==> config.mk <==
export PLATFORM = sky130hd
export DESIGN_NAME = constellation_symbol_mapper
export DESIGN_NICKNAME = d
export VERILOG_FILES = /design/src/design/cmap_pkg.sv /design/src/design/constellation_symbol_mapper.sv
export SDC_FILE = /design/constraint.sdc
export NUM_CORES = 2
export LEC_CHECK = 0
export ABC_CLOCK_PERIOD_IN_PS = 7800
export BUFFER_PORTS_ARGS = -buffer_cell sky130_fd_sc_hd__buf_4
export CAP_MARGIN = 0
export CORE_AREA = 5 5 451 676
export CTS_BUF_LIST = sky130_fd_sc_hd__clkbuf_4
export DETAILED_ROUTE_END_ITERATION = 8
export DIE_AREA = 0 0 456 681
export GPL_ROUTABILITY_DRIVEN = 0
export PLACE_DENSITY = 0.4
export SLEW_MARGIN = 5
export SYNTH_ARGS = -nofsm -noshare
export SYNTH_HDL_FRONTEND = slang
export SYNTH_MEMORY_MAX_BITS = 65536
export SYNTH_SLANG_ARGS = --single-unit
==> constraint.sdc <==
create_clock -name clk -period 7.8 [get_ports clk]
set_input_delay 1.56 -clock clk [delete_from_list [all_inputs] [get_ports clk]]
set_output_delay 1.56 -clock clk [all_outputs]
set_load 0.02 [all_outputs]
==> src/design/cmap_pkg.sv <==
// ----------------------------------------------------------------------------
// cmap_pkg
// Shared constants, register and mode codes and the small constant tables of
// the constellation symbol mapper.
// ----------------------------------------------------------------------------
package cmap_pkg;

    // default sizes
    localparam int MAX_SYMBOL_BITS = 12;
    localparam int SAMPLE_WIDTH    = 16;

    // field and port widths
    localparam int SYM_W      = 12;
    localparam int CFG_IDX_W  = 3;
    localparam int CFG_DATA_W = 18;
    localparam int MODE_W     = 5;
    localparam int RATIO_W    = 16;
    localparam int GAIN_W     = 18;
    localparam int ANG_W      = 7;
    localparam int TRIG_W     = 15;

    // register indexes
    localparam logic [CFG_IDX_W-1:0] REG_MODE        = 3'd0;
    localparam logic [CFG_IDX_W-1:0] REG_BIT_ORDER   = 3'd1;
    localparam logic [CFG_IDX_W-1:0] REG_RATIO_TWO   = 3'd2;
    localparam logic [CFG_IDX_W-1:0] REG_RATIO_THREE = 3'd3;
    localparam logic [CFG_IDX_W-1:0] REG_RATIO_FOUR  = 3'd4;
    localparam logic [CFG_IDX_W-1:0] REG_NORM_GAIN   = 3'd5;

    // mode codes
    localparam logic [MODE_W-1:0] MODE_BPSK    = 5'd0;
    localparam logic [MODE_W-1:0] MODE_QPSK    = 5'd1;
    localparam logic [MODE_W-1:0] MODE_PSK8    = 5'd2;
    localparam logic [MODE_W-1:0] MODE_PSK16   = 5'd3;
    localparam logic [MODE_W-1:0] MODE_QAM16   = 5'd4;
    localparam logic [MODE_W-1:0] MODE_QAM4096 = 5'd12;
    localparam logic [MODE_W-1:0] MODE_APSK16  = 5'd13;
    localparam logic [MODE_W-1:0] MODE_APSK32  = 5'd14;
    localparam logic [MODE_W-1:0] MODE_STAR16  = 5'd15;
    localparam logic [MODE_W-1:0] MODE_STAR32  = 5'd16;

    // reset values
    localparam logic [MODE_W-1:0]  MODE_RST        = MODE_QPSK;
    localparam logic [RATIO_W-1:0] RATIO_TWO_RST   = 16'd8192;
    localparam logic [RATIO_W-1:0] RATIO_THREE_RST = 16'd12288;
    localparam logic [RATIO_W-1:0] RATIO_FOUR_RST  = 16'd16384;
    localparam logic [GAIN_W-1:0]  NORM_GAIN_RST   = 18'd46341;

    // inner ring radius, 1.0 in Q4.12
    localparam logic [RATIO_W-1:0] RADIUS_ONE = 16'd4096;
    // unit trig value, 1.0 in Q1.14
    localparam logic [TRIG_W-1:0]  TRIG_ONE   = 15'd16384;

    typedef struct packed {
        logic              neg;
        logic [TRIG_W-1:0] mag;
    } trig_t;

    // quarter-wave sine, round(sin(k*pi/48)*16384)
    function automatic logic [TRIG_W-1:0] sin_mag(input logic [4:0] k);
        logic [TRIG_W-1:0] s;
        case (k)
            5'd0:    s = 15'd0;
            5'd1:    s = 15'd1072;
            5'd2:    s = 15'd2139;
            5'd3:    s = 15'd3196;
            5'd4:    s = 15'd4240;
            5'd5:    s = 15'd5266;
            5'd6:    s = 15'd6270;
            5'd7:    s = 15'd7246;
            5'd8:    s = 15'd8192;
            5'd9:    s = 15'd9102;
            5'd10:   s = 15'd9974;
            5'd11:   s = 15'd10803;
            5'd12:   s = 15'd11585;
            5'd13:   s = 15'd12318;
            5'd14:   s = 15'd12998;
            5'd15:   s = 15'd13623;
            5'd16:   s = 15'd14189;
            5'd17:   s = 15'd14694;
            5'd18:   s = 15'd15137;
            5'd19:   s = 15'd15515;
            5'd20:   s = 15'd15826;
            5'd21:   s = 15'd16069;
            5'd22:   s = 15'd16244;
            5'd23:   s = 15'd16349;
            5'd24:   s = 15'd16384;
            default: s = 15'd0;
        endcase
        return s;
    endfunction

    // signed sine at a pi/48 step, angle taken modulo a full turn
    function automatic trig_t trig_at(input logic [ANG_W-1:0] a);
        logic [ANG_W-1:0] w;
        trig_t t;
        w = (a >= 7'd96) ? a - 7'd96 : a;
        if (w <= 7'd24)
        begin
            t.neg = 1'b0;
            t.mag = sin_mag(w[4:0]);
        end
        else if (w <= 7'd48)
        begin
            t.neg = 1'b0;
            t.mag = sin_mag(5'(7'd48 - w));
        end
        else if (w <= 7'd72)
        begin
            t.neg = 1'b1;
            t.mag = sin_mag(5'(w - 7'd48));
        end
        else
        begin
            t.neg = 1'b1;
            t.mag = sin_mag(5'(7'd96 - w));
        end
        return t;
    endfunction

    // gray to binary, prefix xor from the top
    function automatic logic [5:0] gray_dec6(input logic [5:0] g);
        logic [5:0] b;
        b[5] = g[5];
        for (int i = 4; i >= 0; i--)
        begin
            b[i] = b[i+1] ^ g[i];
        end
        return b;
    endfunction

    // bits per symbol for a mode, zero for unused codes
    function automatic logic [3:0] sym_len(input logic [MODE_W-1:0] m);
        logic [3:0] k;
        if (m <= MODE_PSK16)
            k = 4'(m + 5'd1);
        else if (m <= MODE_QAM4096)
            k = m[3:0];
        else if (m == MODE_APSK16 || m == MODE_STAR16)
            k = 4'd4;
        else if (m == MODE_APSK32 || m == MODE_STAR32)
            k = 4'd5;
        else
            k = 4'd0;
        return k;
    endfunction

    // cross qam region offsets
    function automatic logic [1:0] cross_bx(input logic [2:0] r);
        logic [1:0] b;
        case (r)
            3'd0:    b = 2'd0;
            3'd1:    b = 2'd1;
            3'd2:    b = 2'd1;
            3'd3:    b = 2'd2;
            3'd4:    b = 2'd0;
            3'd5:    b = 2'd1;
            3'd6:    b = 2'd0;
            3'd7:    b = 2'd2;
            default: b = 2'd0;
        endcase
        return b;
    endfunction

    function automatic logic [1:0] cross_by(input logic [2:0] r);
        logic [1:0] b;
        case (r)
            3'd0:    b = 2'd0;
            3'd1:    b = 2'd0;
            3'd2:    b = 2'd2;
            3'd3:    b = 2'd0;
            3'd4:    b = 2'd1;
            3'd5:    b = 2'd1;
            3'd6:    b = 2'd2;
            3'd7:    b = 2'd1;
            default: b = 2'd0;
        endcase
        return b;
    endfunction

    // apsk16 angle in pi/48 steps
    function automatic logic [ANG_W-1:0] apsk16_ang(input logic [3:0] v);
        logic [ANG_W-1:0] a;
        case (v[2:0])
            3'd0:    a = 7'd12;
            3'd1:    a = 7'd84;
            3'd2:    a = 7'd36;
            3'd3:    a = 7'd60;
            3'd4:    a = v[3] ? 7'd12 : 7'd4;
            3'd5:    a = v[3] ? 7'd84 : 7'd92;
            3'd6:    a = v[3] ? 7'd36 : 7'd44;
            3'd7:    a = v[3] ? 7'd60 : 7'd52;
            default: a = 7'd0;
        endcase
        if (v[3] && !v[2])
        begin
            case (v[1:0])
                2'd0:    a = 7'd20;
                2'd1:    a = 7'd76;
                2'd2:    a = 7'd28;
                2'd3:    a = 7'd68;
                default: a = 7'd0;
            endcase
        end
        return a;
    endfunction

    // apsk32 angle in pi/48 steps
    function automatic logic [ANG_W-1:0] apsk32_ang(input logic [4:0] v);
        logic [ANG_W-1:0] a;
        case (v)
            5'd0:    a = 7'd12;
            5'd1:    a = 7'd20;
            5'd2:    a = 7'd84;
            5'd3:    a = 7'd76;
            5'd4:    a = 7'd36;
            5'd5:    a = 7'd28;
            5'd6:    a = 7'd60;
            5'd7:    a = 7'd68;
            5'd8:    a = 7'd6;
            5'd9:    a = 7'd18;
            5'd10:   a = 7'd84;
            5'd11:   a = 7'd72;
            5'd12:   a = 7'd36;
            5'd13:   a = 7'd24;
            5'd14:   a = 7'd54;
            5'd15:   a = 7'd66;
            5'd16:   a = 7'd4;
            5'd17:   a = 7'd12;
            5'd18:   a = 7'd92;
            5'd19:   a = 7'd84;
            5'd20:   a = 7'd44;
            5'd21:   a = 7'd36;
            5'd22:   a = 7'd52;
            5'd23:   a = 7'd60;
            5'd24:   a = 7'd0;
            5'd25:   a = 7'd12;
            5'd26:   a = 7'd90;
            5'd27:   a = 7'd78;
            5'd28:   a = 7'd42;
            5'd29:   a = 7'd30;
            5'd30:   a = 7'd48;
            5'd31:   a = 7'd60;
            default: a = 7'd0;
        endcase
        return a;
    endfunction

    // apsk32 ring: 0 inner, 1 middle, 2 outer
    function automatic logic [1:0] apsk32_ring(input logic [4:0] v);
        logic [1:0] r;
        if (v[3])
            r = 2'd2;
        else if (v[4] && v[0])
            r = 2'd0;
        else
            r = 2'd1;
        return r;
    endfunction

    // star32 phase order
    function automatic logic [2:0] star32_phase(input logic [2:0] v);
        logic [2:0] p;
        case (v)
            3'd0:    p = 3'd0;
            3'd1:    p = 3'd3;
            3'd2:    p = 3'd1;
            3'd3:    p = 3'd2;
            3'd4:    p = 3'd7;
            3'd5:    p = 3'd4;
            3'd6:    p = 3'd6;
            3'd7:    p = 3'd5;
            default: p = 3'd0;
        endcase
        return p;
    endfunction

endpackage

==> src/design/constellation_symbol_mapper.sv <==
// ----------------------------------------------------------------------------
// constellation_symbol_mapper
// Maps one symbol's bits to a scaled, saturated complex point.
// ----------------------------------------------------------------------------
// Takes one symbol per clock and returns one point per symbol, passing it
// through bit ordering, point construction from the mode's rules, the
// radius-times-trig multiply, the normalization-gain multiply, then rounding
// and saturation, each in a register stage of its own. The whole pipeline
// moves together, so a symbol is accepted in every cycle in which the output
// register is empty or being taken. The user must write configuration through
// the write port only while no symbol is in flight; the block does not enforce
// this. It needs no clearing after reset.
module constellation_symbol_mapper #(
    parameter int MAX_SYMBOL_BITS = cmap_pkg::MAX_SYMBOL_BITS,
    parameter int SAMPLE_WIDTH    = cmap_pkg::SAMPLE_WIDTH
) (
    input  logic                                  clk,
    input  logic                                  rst_n,
    input  logic                                  wr_en,
    input  logic [cmap_pkg::CFG_IDX_W-1:0]        wr_index,
    input  logic [cmap_pkg::CFG_DATA_W-1:0]       wr_data,
    input  logic                                  s_tvalid,
    output logic                                  s_tready,
    input  logic [15:0]                           s_tdata,  // symbol_bits[11:0]
    output logic                                  m_tvalid,
    input  logic                                  m_tready,
    // i_out, q_out, zero fill to whole bytes
    output logic [((2*SAMPLE_WIDTH+7)/8)*8-1:0]   m_tdata,
    output logic                                  m_tuser   // clipped
);

    localparam int OUT_W = ((2*SAMPLE_WIDTH+7)/8)*8;
    localparam int M_W   = 19;
    localparam int P_W   = M_W + cmap_pkg::TRIG_W;
    localparam int G_W   = P_W + cmap_pkg::GAIN_W;
    localparam int SHIFT = 45 - SAMPLE_WIDTH;
    localparam int R_W   = G_W - SHIFT;
    localparam logic [R_W-1:0] LIM  = R_W'(1) << (SAMPLE_WIDTH - 1);
    localparam logic [G_W-1:0] HALF = G_W'(1) << (SHIFT - 1);
    localparam logic [SAMPLE_WIDTH-1:0] S_MAX = {1'b0, {(SAMPLE_WIDTH-1){1'b1}}};
    localparam logic [SAMPLE_WIDTH-1:0] S_MIN = {1'b1, {(SAMPLE_WIDTH-1){1'b0}}};

    // configuration registers
    logic [cmap_pkg::MODE_W-1:0]  mode_reg;
    logic                         bit_order_reg;
    logic [cmap_pkg::RATIO_W-1:0] ratio_two_reg;
    logic [cmap_pkg::RATIO_W-1:0] ratio_three_reg;
    logic [cmap_pkg::RATIO_W-1:0] ratio_four_reg;
    logic [cmap_pkg::GAIN_W-1:0]  norm_gain_reg;

    // pipeline valid bits
    logic v1_reg, v2_reg, v3_reg, v4_reg, vo_reg;
    logic adv;

    // stage 1
    logic [3:0]                 k;
    logic                       ok;
    logic [3:0]                 src;
    logic [MAX_SYMBOL_BITS-1:0] idx_next, idx_reg;
    logic                       ok_reg;

    // stage 2
    logic [11:0]                 v12;
    logic [5:0]                  g;
    logic [cmap_pkg::ANG_W-1:0]  ang;
    logic [cmap_pkg::RATIO_W-1:0] rad;
    logic                        is_qam;
    logic [1:0]                  ring;
    logic [2:0]                  ph;
    cmap_pkg::trig_t             t_cos, t_sin;
    int                          kk, ins, axis, loc;
    logic [1:0]                  q2;
    logic [11:0]                 r;
    logic [5:0]                  ig, qg, ir, qr, mask6;
    logic [2:0]                  region;
    logic [11:0]                 rem;
    logic [1:0]                  bx, by;
    logic [6:0]                  la, lb, li, lq;
    logic                        li_neg, lq_neg;
    logic [M_W-1:0]              mi_next, mq_next, mi_reg, mq_reg;
    logic [cmap_pkg::TRIG_W-1:0] ti_next, tq_next, ti_reg, tq_reg;
    logic                        ni_next, nq_next, ni_reg, nq_reg;

    // stage 3 and 4
    logic [P_W-1:0] pi_reg, pq_reg;
    logic           n3i_reg, n3q_reg;
    logic [G_W-1:0] gi_reg, gq_reg;
    logic           n4i_reg, n4q_reg;

    // output stage
    logic [SAMPLE_WIDTH:0]   sat_i, sat_q;
    logic [SAMPLE_WIDTH-1:0] i_reg, q_reg;
    logic                    clip_reg;

    // register write
    always_ff @(posedge clk or negedge rst_n)
    begin
        if (!rst_n)
        begin
            mode_reg        <= cmap_pkg::MODE_RST;
            bit_order_reg   <= 1'b0;
            ratio_two_reg   <= cmap_pkg::RATIO_TWO_RST;
            ratio_three_reg <= cmap_pkg::RATIO_THREE_RST;
            ratio_four_reg  <= cmap_pkg::RATIO_FOUR_RST;
            norm_gain_reg   <= cmap_pkg::NORM_GAIN_RST;
        end
        else if (wr_en)
        begin
            case (wr_index)
                cmap_pkg::REG_MODE:        mode_reg        <= wr_data[cmap_pkg::MODE_W-1:0];
                cmap_pkg::REG_BIT_ORDER:   bit_order_reg   <= wr_data[0];
                cmap_pkg::REG_RATIO_TWO:   ratio_two_reg   <= wr_data[cmap_pkg::RATIO_W-1:0];
                cmap_pkg::REG_RATIO_THREE: ratio_three_reg <= wr_data[cmap_pkg::RATIO_W-1:0];
                cmap_pkg::REG_RATIO_FOUR:  ratio_four_reg  <= wr_data[cmap_pkg::RATIO_W-1:0];
                cmap_pkg::REG_NORM_GAIN:   norm_gain_reg   <= wr_data[cmap_pkg::GAIN_W-1:0];
                default: ;
            endcase
        end
    end

    // pipeline advance: all stages move when the output can take a request
    assign adv      = !vo_reg || m_tready;
    assign s_tready = adv;

    always_ff @(posedge clk or negedge rst_n)
    begin
        if (!rst_n)
        begin
            v1_reg <= 1'b0;
            v2_reg <= 1'b0;
            v3_reg <= 1'b0;
            v4_reg <= 1'b0;
            vo_reg <= 1'b0;
        end
        else if (adv)
        begin
            v1_reg <= s_tvalid;
            v2_reg <= v1_reg;
            v3_reg <= v2_reg;
            v4_reg <= v3_reg;
            vo_reg <= v4_reg;
        end
    end

    // stage 1: symbol length and bit order
    always_comb
    begin
        k   = cmap_pkg::sym_len(mode_reg);
        ok  = (k != 4'd0) && (int'(k) <= MAX_SYMBOL_BITS);
        src = '0;
        for (int j = 0; j < MAX_SYMBOL_BITS; j++)
        begin
            src = 4'(int'(k) - 1 - j);
            if (ok && (j < int'(k)))
                idx_next[j] = bit_order_reg ? s_tdata[src] : s_tdata[j];
            else
                idx_next[j] = 1'b0;
        end
    end

    always_ff @(posedge clk)
    begin
        if (adv)
        begin
            idx_reg <= idx_next;
            ok_reg  <= ok;
        end
    end

    // stage 2: qam levels or polar radius and angle
    always_comb
    begin
        v12    = 12'(idx_reg);
        g      = cmap_pkg::gray_dec6(v12[5:0]);
        ang    = '0;
        rad    = '0;
        is_qam = 1'b0;
        ring   = cmap_pkg::apsk32_ring(v12[4:0]);
        ph     = {v12[3], v12[1] ^ v12[3], v12[1] ^ v12[2] ^ v12[3]};
        kk     = int'(mode_reg[3:0]);
        ins    = kk - 2;
        axis   = kk / 2 - 1;
        loc    = (kk - 1) / 2 - 2;
        q2     = 2'(v12 >> ins);
        r      = v12 & 12'((1 << ins) - 1);
        ig     = '0;
        qg     = '0;
        for (int b = 0; b < 5; b++)
        begin
            ig[b] = r[2*b];
            qg[b] = r[2*b+1];
        end
        region = 3'(r >> (2 * loc));
        rem    = r & 12'((1 << (2 * loc)) - 1);
        bx     = cmap_pkg::cross_bx(region);
        by     = cmap_pkg::cross_by(region);
        ir     = cmap_pkg::gray_dec6(ig);
        qr     = cmap_pkg::gray_dec6(qg);
        mask6  = 6'((1 << axis) - 1);
        la     = '0;
        lb     = '0;
        li     = '0;
        lq     = '0;
        li_neg = 1'b0;
        lq_neg = 1'b0;

        if (mode_reg inside {[cmap_pkg::MODE_QAM16:cmap_pkg::MODE_QAM4096]})
        begin
            is_qam = 1'b1;
            if (kk[0])
            begin
                // cross: region offset plus gray-decoded local position
                ig = '0;
                qg = '0;
                for (int b = 0; b < 3; b++)
                begin
                    ig[b] = rem[2*b];
                    qg[b] = rem[2*b+1];
                end
                ir = cmap_pkg::gray_dec6(ig);
                qr = cmap_pkg::gray_dec6(qg);
                mask6 = 6'((1 << loc) - 1);
                if (bx[0])
                    ir = ~ir & mask6;
                if (by[0])
                    qr = ~qr & mask6;
                la = 7'(2 * ((int'(bx) << loc) + int'(ir)) + 1);
                lb = 7'(2 * ((int'(by) << loc) + int'(qr)) + 1);
            end
            else if (kk >= 10)
            begin
                la = 7'(2 * int'(~ir & mask6) + 1);
                lb = 7'(2 * int'(~qr & mask6) + 1);
            end
            else
            begin
                la = 7'(2 * int'(ir) + 1);
                lb = 7'(2 * int'(qr) + 1);
            end

            // quadrant placement, sign flips only for the large squares
            if (!kk[0] && kk >= 10)
            begin
                li = la; lq = lb; li_neg = q2[0]; lq_neg = q2[1];
            end
            else
            begin
                case (q2)
                    2'd1:    begin li = lb; lq = la; li_neg = 1'b0; lq_neg = 1'b1; end
                    2'd2:    begin li = lb; lq = la; li_neg = 1'b1; lq_neg = 1'b0; end
                    2'd3:    begin li = la; lq = lb; li_neg = 1'b1; lq_neg = 1'b1; end
                    default: begin li = la; lq = lb; li_neg = 1'b0; lq_neg = 1'b0; end
                endcase
            end
        end
        else
        begin
            case (mode_reg)
                cmap_pkg::MODE_BPSK:
                begin
                    rad = cmap_pkg::RADIUS_ONE;
                    ang = v12[0] ? 7'd48 : 7'd0;
                end
                cmap_pkg::MODE_QPSK:
                begin
                    rad = cmap_pkg::RADIUS_ONE;
                    ang = 7'(12 + 24 * int'(g[1:0]));
                end
                cmap_pkg::MODE_PSK8:
                begin
                    rad = cmap_pkg::RADIUS_ONE;
                    ang = 7'(6 + 12 * int'(g[2:0]));
                end
                cmap_pkg::MODE_PSK16:
                begin
                    rad = cmap_pkg::RADIUS_ONE;
                    ang = 7'(3 + 6 * int'(g[3:0]));
                end
                cmap_pkg::MODE_APSK16:
                begin
                    rad = (v12 < 12'd12) ? ratio_two_reg : cmap_pkg::RADIUS_ONE;
                    ang = cmap_pkg::apsk16_ang(v12[3:0]);
                end
                cmap_pkg::MODE_APSK32:
                begin
                    case (ring)
                        2'd0:    rad = cmap_pkg::RADIUS_ONE;
                        2'd1:    rad = ratio_two_reg;
                        default: rad = ratio_three_reg;
                    endcase
                    ang = cmap_pkg::apsk32_ang(v12[4:0]);
                end
                cmap_pkg::MODE_STAR16:
                begin
                    rad = v12[0] ? ratio_two_reg : cmap_pkg::RADIUS_ONE;
                    ang = 7'(12 * int'(ph));
                end
                cmap_pkg::MODE_STAR32:
                begin
                    case (v12[1:0])
                        2'd0:    rad = cmap_pkg::RADIUS_ONE;
                        2'd1:    rad = ratio_two_reg;
                        2'd2:    rad = ratio_four_reg;
                        default: rad = ratio_three_reg;
                    endcase
                    ang = 7'(12 * int'(cmap_pkg::star32_phase(v12[4:2])));
                end
                default:
                begin
                    rad = '0;
                    ang = '0;
                end
            endcase
        end

        t_cos = cmap_pkg::trig_at(7'(ang + 7'd24));
        t_sin = cmap_pkg::trig_at(ang);

        if (!ok_reg)
        begin
            mi_next = '0; mq_next = '0;
            ti_next = '0; tq_next = '0;
            ni_next = 1'b0; nq_next = 1'b0;
        end
        else if (is_qam)
        begin
            mi_next = {li, 12'd0};
            mq_next = {lq, 12'd0};
            ti_next = cmap_pkg::TRIG_ONE;
            tq_next = cmap_pkg::TRIG_ONE;
            ni_next = li_neg;
            nq_next = lq_neg;
        end
        else
        begin
            mi_next = M_W'(rad);
            mq_next = M_W'(rad);
            ti_next = t_cos.mag;
            tq_next = t_sin.mag;
            ni_next = t_cos.neg;
            nq_next = t_sin.neg;
        end
    end

    always_ff @(posedge clk)
    begin
        if (adv)
        begin
            mi_reg <= mi_next;
            mq_reg <= mq_next;
            ti_reg <= ti_next;
            tq_reg <= tq_next;
            ni_reg <= ni_next;
            nq_reg <= nq_next;
        end
    end

    // stage 3: radius times trig magnitude
    always_ff @(posedge clk)
    begin
        if (adv)
        begin
            pi_reg  <= P_W'(mi_reg) * P_W'(ti_reg);
            pq_reg  <= P_W'(mq_reg) * P_W'(tq_reg);
            n3i_reg <= ni_reg;
            n3q_reg <= nq_reg;
        end
    end

    // stage 4: normalization gain
    always_ff @(posedge clk)
    begin
        if (adv)
        begin
            gi_reg  <= G_W'(pi_reg) * G_W'(norm_gain_reg);
            gq_reg  <= G_W'(pq_reg) * G_W'(norm_gain_reg);
            n4i_reg <= n3i_reg;
            n4q_reg <= n3q_reg;
        end
    end

    // round half up on the magnitude, restore sign, saturate
    function automatic logic [SAMPLE_WIDTH:0] round_sat(input logic [G_W-1:0] gm,
                                                        input logic neg);
        logic [R_W-1:0]          rr;
        logic                    c;
        logic [SAMPLE_WIDTH-1:0] val;
        rr = R_W'((gm + HALF) >> SHIFT);
        c  = 1'b0;
        if (neg)
        begin
            if (rr > LIM)
            begin
                c   = 1'b1;
                val = S_MIN;
            end
            else
                val = SAMPLE_WIDTH'(-rr);
        end
        else
        begin
            if (rr > LIM - R_W'(1))
            begin
                c   = 1'b1;
                val = S_MAX;
            end
            else
                val = SAMPLE_WIDTH'(rr);
        end
        return {c, val};
    endfunction

    assign sat_i = round_sat(gi_reg, n4i_reg);
    assign sat_q = round_sat(gq_reg, n4q_reg);

    // output register
    always_ff @(posedge clk)
    begin
        if (adv)
        begin
            i_reg    <= sat_i[SAMPLE_WIDTH-1:0];
            q_reg    <= sat_q[SAMPLE_WIDTH-1:0];
            clip_reg <= sat_i[SAMPLE_WIDTH] | sat_q[SAMPLE_WIDTH];
        end
    end

    assign m_tvalid = vo_reg;
    assign m_tdata  = OUT_W'({q_reg, i_reg});
    assign m_tuser  = clip_reg;

`ifndef ASSERT_OFF
    // a clipped point has a component at a rail
    a_clip_rail: assert property (@(posedge clk) disable iff (!rst_n)
        (m_tvalid && m_tuser) |-> (i_reg == S_MAX || i_reg == S_MIN ||
                                   q_reg == S_MAX || q_reg == S_MIN))
        else $error("clipped flag without saturated component");

    // a request in the last stage reaches the output when the pipe moves
    a_last_stage: assert property (@(posedge clk) disable iff (!rst_n)
        (v4_reg && adv) |=> m_tvalid)
        else $error("request lost between gain stage and output");
`endif

endmodule

==> results.cfg <==
[critical_path]
crit_path_end_kind = flip-flop
max_stage_delay_ns = 0.62
cpMostUsedCell = fa_1
crit_required_ns = 8.56
crit_start = pi_reg[10]
worstSetupPathType = reg -> reg
critPathBufInv = 6
cp_top_family = adder cells
slowest_stage = edfxtp_1
crit_path_start_kind = flip-flop
path_max_fanout = 10
timing.rr.start = pi_reg[10]
cp.arrival_ns = 8.21

[min_path]
hold_class = reg -> reg
worstHoldStart = nq_reg

[timing]
finalSetupTns_ns = 0
clock_skew_ns = 0.1327
tightest_slew_ns = 1.192
holdWs_ns = 0.4277
max_clock_freq_ghz = 0.1342
slew_viol_final = 0
rsz0062_at_grt = false
min_period_ns = 7.449
fin_crit_sh = 0.9551
slew_headroom = 0.2055
setup_viol = 0
finalHoldViolations = 0

[synthesis]
yosys.area.top_type = fa_1
synthCells = 8200
synth_common_cells = inv_1 (1472), nand2_1 (1462), fa_1 (1460), and2_1 (562), ha_1 (540)
synth_area_leaders = fa_1 (39%), ha_1 (9.1%), edfxtp_1 (9.0%)
synth-main-ff-cell = edfxtp_1
synth_area_um2 = 74200
synthAdderAreaFrac = 0.4850
muxShareOfSynthArea = 0.02917
yosys.cell_count.top_type = inv_1
synth-compound-area-share = 0.07723
synth.distinct_cells = 106
synth_top_area_frac = 0.3939
syn_avg_cell_area_um2 = 9.049
synth-async-reset-ratio = 0.2567
synth_simple_gate_area_frac = 0.1665
yosysWarnings = 0
synth_edf_count = 223
synth_top_family_by_area = adder cells
synth_seq_cells = 300
yosysSeqAreaShare = 0.1164
syn_nets = 10240
synth_xor_area_frac = 0.02526

[outcome]
status = finished, final reports clean

[placed_design]
numPortBuffers = 76
place_area_um2 = 81010
hpwlAfterDp_um = 203300

[route]
vias_per_cell = 4.562
postRouteAntennaNets = 0
wl_per_cell_um = 19.96
route.vias.total = 56190
wl_um = 245900
drtPass1Iterations = 5
drtIter0Drc = 2545
drc = 0

[clock_tree]
cts_max_level = 3
cts_sinks = 300
cts.clk_slew.worst_paths_ns = 0.07
clock_latency_ns = 1.10
ctsLongestPathBuffers = 3
tritoncts = built
postCtsHoldBufs = 0
root_buffer = clkbuf_4
numCtsBuffers = 96

[floorplanning]
ioPinCount = 77
die-area_um2 = 310500
die_h_um = 681
start_util = 0.2488
rows = 246
coreArea_um2 = 298300
chipWidth_um = 456

[final_layout]
final_core_util = 0.2762
area_delta_synth_final_pct = 11.03
nFillCells = 31890
fin_nets = 10300
drive_gt1_frac = 0.09333
fin_area_um2 = 82390

[global_routing]
grt_pass1_wl_um = 380800
overflow = 0
grt_max_degree = 118
grt_pass1_vias = 62850
grtUsageTotal = 0.1584
grt_antenna_before_repair = 19

[job]
drv_cap = 0
==> stage by stage <==
| stage | worst slack [ns] | std cells |
|---|---|---|
| 6_report | 0.3505 | 12320 |
| 5_1_grt | 0.009543 | 12310 |
| 4_1_cts | 0.09458 | 12300 |
| 3_5_place_dp | -0.1047 | 12120 |
| 3_3_place_gp | -0.04108 | 12120 |
| 2_1_floorplan | 0.1093 | 8200 |
==> final cells by class <==
type	instances	area (µm²)	area share
Inverter	1479	5559	0.06747
Clock buffer	143	1074	0.01303
Antenna cell	13	32.53	0.0003948
Sequential cell	300	8660	0.1051
Multi-Input combinational cell	5930	58160	0.7059
Tap cell	3968	4965	0.06026
Clock inverter	36	200.2	0.002430
Timing Repair Buffer	448	3739	0.04538
==> metal layers <==
| layer | up-vias | global-route usage | wire length, µm |
|---|---|---|---|
| li1 | 25600 | - | - |
| met1 | 29150 | 0.1781 | 94330 |
| met2 | 1084 | 0.3075 | 133800 |
| met3 | 358 | 0.01426 | 7590 |
| met4 | 0 | 0.05807 | 10140 |
| met5 | - | 0 | 0 |
==> final timing paths <==
check,slack [ns],endpoint,cells past startpoint
max reg2reg,0.35,gi_reg[48],25
min in group asynchronous,0.44,ratio_two_reg[12],1
min reg2reg,0.43,n3q_reg,0
max,0.35,gi_reg[48],25
max in group asynchronous,6.11,ratio_two_reg[9],2
min,0.43,n3q_reg,0
==> worst reg2reg max path, delay by kind of cell, from the launching register on <==
kind            cells  cell delay (ns)
simple gates        2             0.34
xor+xnor            1             0.15
flops               1             0.62
fa+ha+maj           7             3.25
buf+inv             6             0.94
compound gates      9             1.87
==> what timing repair did <==
action,4_1_cts,5_1_grt
resized for setup,1,6
buffers inserted,0,4
gates cloned,0,0
endpoints found under the setup margin,1,5
==> cells by family after synthesis <==
family,count (synthesis)
buffers and inverters,1970
DFF,300
and+or+nand+nor,2658
muxes,193
xor gates and xnor gates,207
AOI/OAI and AO/OA,872
adders and majority gates,2000
==> layout by cell type (no fill, tap or decap), drive strengths merged, types with 129 or more instances in the layout <==
master / count
buf: 448
fa: 1460
ha: 540
inv: 1481
a21oi: 215
edfxtp: 223
and2: 562
clkbuf: 143
nand2: 1462
o21ai: 214
xnor2: 129
nor2: 217
Power is left out: the tool's default activity adds up to more than one toggle a clock period on the data nets, which glitch-free logic cannot reach.
